[src/rtl/nnt_pkg.sv]
// ----------------------------------------------------------------------------
// nnt_pkg: shared types and constants
// Field widths, op codes and the control/status bundles between the
// tour controller and its datapath.
// ----------------------------------------------------------------------------
`default_nettype none

package nnt_pkg;

  localparam int CITY_W    = 5;
  localparam int DIST_IN_W = 16;
  localparam int TOTAL_W   = 21;
  localparam int CFG_W     = 6;

  localparam logic [TOTAL_W-1:0] TOTAL_MAX = 21'h1FFFFF;
  localparam logic [CFG_W-1:0]   CFG_RESET = 6'd32;

  localparam logic OP_LOAD = 1'b0;
  localparam logic OP_RUN  = 1'b1;

  // commands from controller to datapath
  typedef struct packed {
    logic load_wr;      // write one distance entry
    logic run_init;     // visited set to city 0 only, latch city count
    logic emit_city;    // load output register with current city
    logic scan_start;   // reset column counter and best candidate
    logic scan_issue;   // read entry (current, column), step column
    logic step_upd;     // move to best city, add its distance
    logic close_issue;  // read entry (current, 0)
    logic close_add;    // add closing distance
    logic emit_final;   // load output register with the closing item
  } cmd_t;

  // status from datapath to controller
  typedef struct packed {
    logic out_free;     // output register can take an item this cycle
    logic more_steps;   // unvisited cities remain
    logic scan_done;    // column being issued is the last one
  } sts_t;

endpackage

`default_nettype wire

[src/rtl/nnt_ctrl.sv]
// ----------------------------------------------------------------------------
// nnt_ctrl: tour sequencer
// Accepts items, steps through emit / row scan / update / close phases.
// ----------------------------------------------------------------------------
`default_nettype none

module nnt_ctrl (
  input  wire logic          clk,
  input  wire logic          rst_n,
  input  wire logic          in_valid,
  input  wire logic          in_op,
  output logic               in_ready,
  input  wire nnt_pkg::sts_t sts,
  output nnt_pkg::cmd_t      cmd
);
  import nnt_pkg::*;

  typedef enum logic [7:0] {
    ST_IDLE  = 8'b0000_0001,
    ST_EMIT  = 8'b0000_0010,
    ST_SCAN  = 8'b0000_0100,
    ST_DRAIN = 8'b0000_1000,
    ST_STEP  = 8'b0001_0000,
    ST_CLOSE = 8'b0010_0000,
    ST_CADD  = 8'b0100_0000,
    ST_FINAL = 8'b1000_0000
  } state_t;

  state_t state_r, state_nxt;

  always_ff @(posedge clk) begin
    if (!rst_n) begin
      state_r <= ST_IDLE;
    end else begin
      state_r <= state_nxt;
    end
  end

  assign in_ready = (state_r == ST_IDLE);

  always_comb begin
    cmd       = '0;
    state_nxt = state_r;
    unique case (state_r)
      ST_IDLE: begin
        if (in_valid) begin
          if (in_op == OP_RUN) begin
            cmd.run_init = 1'b1;
            state_nxt    = ST_EMIT;
          end else begin
            cmd.load_wr = 1'b1;
          end
        end
      end
      ST_EMIT: begin
        if (sts.out_free) begin
          cmd.emit_city = 1'b1;
          if (sts.more_steps) begin
            cmd.scan_start = 1'b1;
            state_nxt      = ST_SCAN;
          end else begin
            state_nxt = ST_CLOSE;
          end
        end
      end
      ST_SCAN: begin
        cmd.scan_issue = 1'b1;
        if (sts.scan_done) begin
          state_nxt = ST_DRAIN;
        end
      end
      ST_DRAIN: state_nxt = ST_STEP;   // last compare lands here
      ST_STEP: begin
        cmd.step_upd = 1'b1;
        state_nxt    = ST_EMIT;
      end
      ST_CLOSE: begin
        cmd.close_issue = 1'b1;
        state_nxt       = ST_CADD;
      end
      ST_CADD: begin
        cmd.close_add = 1'b1;
        state_nxt     = ST_FINAL;
      end
      ST_FINAL: begin
        if (sts.out_free) begin
          cmd.emit_final = 1'b1;
          state_nxt      = ST_IDLE;
        end
      end
      default: state_nxt = ST_IDLE;
    endcase
  end

`ifndef SYNTHESIS
  a_emit_has_slot: assert property (@(posedge clk) disable iff (!rst_n)
    (cmd.emit_city || cmd.emit_final) |-> sts.out_free)
    else $error("item emitted while output register busy");

  a_run_blocks_input: assert property (@(posedge clk) disable iff (!rst_n)
    (in_valid && in_ready && in_op == OP_RUN) |=> !in_ready)
    else $error("input still open after run started");

  a_one_read_source: assert property (@(posedge clk) disable iff (!rst_n)
    !(cmd.scan_issue && cmd.close_issue))
    else $error("scan and close reads issued together");
`endif

endmodule

`default_nettype wire

[config.mk]
export PLATFORM = sky130hd
export DESIGN_NAME = nnt_ctrl
export DESIGN_NICKNAME = d
export VERILOG_FILES = /design/src/rtl/nnt_pkg.sv /design/src/rtl/nnt_ctrl.sv
export SDC_FILE = /design/constraint.sdc
export NUM_CORES = 1
export LEC_CHECK = 0
export BUFFER_PORTS_ARGS = -buffer_cell sky130_fd_sc_hd__clkbuf_2
export CORE_AREA = 10 10 47 49
export CTS_CLUSTER_SIZE = 28
export DETAILED_ROUTE_END_ITERATION = 6
export DIE_AREA = 0 0 57 59
export PLACE_DENSITY = 0.61
export SLEW_MARGIN = 30
export SYNTH_ARGS = -nofsm -noshare
export SYNTH_HDL_FRONTEND = slang
export SYNTH_SLANG_ARGS = --single-unit
[constraint.sdc]
create_clock -name clk -period 2.4 [get_ports clk]
set_clock_uncertainty 0.05 [all_clocks]
set_input_delay 0.12 -clock clk [delete_from_list [all_inputs] [get_ports clk]]
set_output_delay 0.12 -clock clk [all_outputs]
set_load 0.005 [all_outputs]
==> key figures <==
Yosys
  • Seq/Total Area, Yosys: 0.320
  • Flop and latch count out of synthesis: 8
  • Syn. warnings: 0
  • Most frequent cells after synthesis: 8 x dfxtp_1, 8 x nor2_1, 7 x inv_1, 5 x nand2_1, 3 x nand3_1
  • Synth top area share: 0.320
  • Yosys top cell by area: dfxtp_1
  • Async set-reset flop share out of synthesis: 0
  • Post-synthesis cell count: between 60 and 70
  • Ys flop type: dfxtp_1
  • Post-synth EDFFs: 0
  • Synth top area cells: dfxtp_1 32%, nor2_1 6.0%, inv_1 5.3%
  • Syn_nets: between 60 and 70
  • Average size of a mapped cell: 8.20 um2
  • Synth cell types: 27
  • Synthesized area: 500 um2

Drt
  • Pre-antenna DRT Iters: 6
  • Post-route antenna net violation count: 0
  • Vias per cell: around 5.3
  • Via count: around 510
  • Post-route DRC violation count: 0
  • Drt total wl: approximately 1300 um
  • Routed WL per cell: 13.3 um
  • 1st-iter DRT viols: 9

Timing
  • Slew Viols, Final: 0
  • Final Hold Violating Endpoints: 0
  • Slew @ Worst Pin: 0.519 ns
  • Setup_tns: 0 ns
  • Worst hold margin: around 0.053 ns
  • Max Clk Rate: 513 MHz
  • Minimum clock period: between 1.5 and 2 ns
  • Setup violations, final: 0
  • Fin crit share: 0.812
  • Relative slew margins: 0.651
  • RSZ-0062 raised after global routing: false

Critical path
  • Worst EP required: between 2 and 2.5 ns
  • CP arrival: about 1.8 ns
  • Reg2Reg Setup Slack: 0.67 ns
  • Critical path startpoint category: register
  • Crit path kind: reg -> out
  • Worst Path Max Fanout: 6
  • Crit. End Element: primary output

Clock tree
  • # H-tree levels: 1
  • CTS buffer count: 3
  • Clock root buffer: clkbuf_4
  • CTS Sinks: 8
  • Clk_lat worst skew: roughly 0.26 ns
  • CTS resizes: 0
  • Setup Buffers After CTS: 0
  • Clock Tree Buf Depth: 2
  • CTS tree: done
  • Clk slew on worst S/H paths: approximately 0.060 ns

Power and ir drop
  • Pleak: approximately 0.30 nW
  • Pwr Density: 763 nW/um2
  • VDD IR-drop max: 0.353 mV

Final layout
  • Largest register FFs: 8
  • Layout Utilization: 0.449
  • # fillers: about 160
  • Area Overhead vs Synth: 25.8%
  • Reg with most FFs: state_r
  • Layout cells sized above 1: 0.300
  • Final std cells w/o fill: 96
  • Biggest regs: state_r x8
  • Antenna cells: 0
  • NumNets Final: 89

Global route
  • First-pass GRT wire length: ~2200 um
  • Largest net degree at the start of global routing: 9
  • Initial antenna violation count: 0
  • Total GRT Usage: 0.0778
  • Number of global-route vias before repair: approximately 500
  • Grt ovf: 0

Place
  • Placed insts: 92
  • DPL Wire Length: between 1000 and 1500 um
  • Gpl congestion: around 0.77
  • IO Port Bufs: 16

Die
  • Chip Height: 59 um
  • IO Pins: 17
  • Chip width: around 57 um
  • DIE AREA: ~3400 um2
  • Core footprint: between 1000 and 1500 um2
  • Initial core utilization: 0.357
  • Row cnt: 14

Flow run
  • Max Cap Viol: 0

Status
  • Status: finished clean

Worst hold path
  • Worst min path class: in -> reg
-- cell type report --
cell class / count / area [um2] / share of cell area
multi-input cells: 45 / 310 / 0.493
flip-flops and latches: 8 / 160 / 0.254
repair buffers: 17 / 90.1 / 0.143
inverters: 7 / 26.3 / 0.0417
well taps: 16 / 20.0 / 0.0318
clock buffers: 3 / 22.5 / 0.0358
-- timing repair --
action | CTS | global route
hold endpoints to repair | 1 | 0
setup endpoints to repair | 0 | 0
hold buffers | 1 | 0
-- cells by family (layout without fill, tap and decap cells) --
| logic type | Yosys count | in the layout | synth area share |
|---|---|---|---|
| AOI/OAI and AO/OA | 8 | 8 | 0.138 |
| xor gates and xnor gates | 3 | 3 | 0.0525 |
| buffers and inverters | 8 | 27 | 0.0600 |
| DFF | 8 | 8 | 0.320 |
| and+or+nand+nor | 34 | 34 | 0.430 |
-- power by group --
group          total (W)  internal [W]  switching [W]
logic           0.000196     0.0000928       0.000103
registers       0.000181      0.000150      0.0000305
clock network   0.000104     0.0000573      0.0000465
-- stage by stage --
stage	power (W)	area [um2]	setup slack, ns
final	0.000480	629	0.452
after global routing	0.000524	629	0.301
after CTS	0.000485	629	0.462
after detailed placement	0.000380	597	0.658
after global placement	0.000380	597	0.669
after floorplan	0.000324	500	0.727
-- final timing paths --
kind                    from          to  cells past startpoint
setup reg to reg  state_r[2]  state_r[0]                      4
hold / removal         rst_n  state_r[7]                      2
hold reg to reg   state_r[3]  state_r[4]                      2
setup / recovery  state_r[2]      cmd[1]                      3
-- worst max-delay path, cell delays in order, from the launching register on --
cell and delay, ns:
dfxtp_1 0.36, or4_4 0.56, nor4_1 0.41, clkbuf_2 0.20
-- cell usage in the layout, fill, tap and decap left out --
master,instances
nor4_1,2
nand3_1,3
o21a_1,2
a31oi_1,1
nand4b_1,2
xor2_1,1
nor4_2,2
nand2b_1,1
o311a_1,1
o211ai_2,1
nand4_1,1
nor2b_1,1
xnor2_1,2
nor3_1,1
nor2_1,8
a31o_1,1
nand2_1,5
or4_4,2
o41ai_1,1
a21boi_0,1
nand3b_1,1
nor3b_1,2
inv_1,7
dlygate4sd3_1,1
clkbuf_2,16
dfxtp_1,8
clkbuf_4,3
and4b_1,1
nor4b_1,2
-- metal layers --
layer / vias to the layer above / part of all wire / global-route usage
met4: 0 / 0 / 0.0201
met5: - / 0 / 0
met3: 0 / 0.063 / 0.0472
met1: 236 / 0.44 / 0.0796
met2: 14 / 0.49 / 0.132
li1: 261 / - / -
Power figures use the tool's default switching activity.
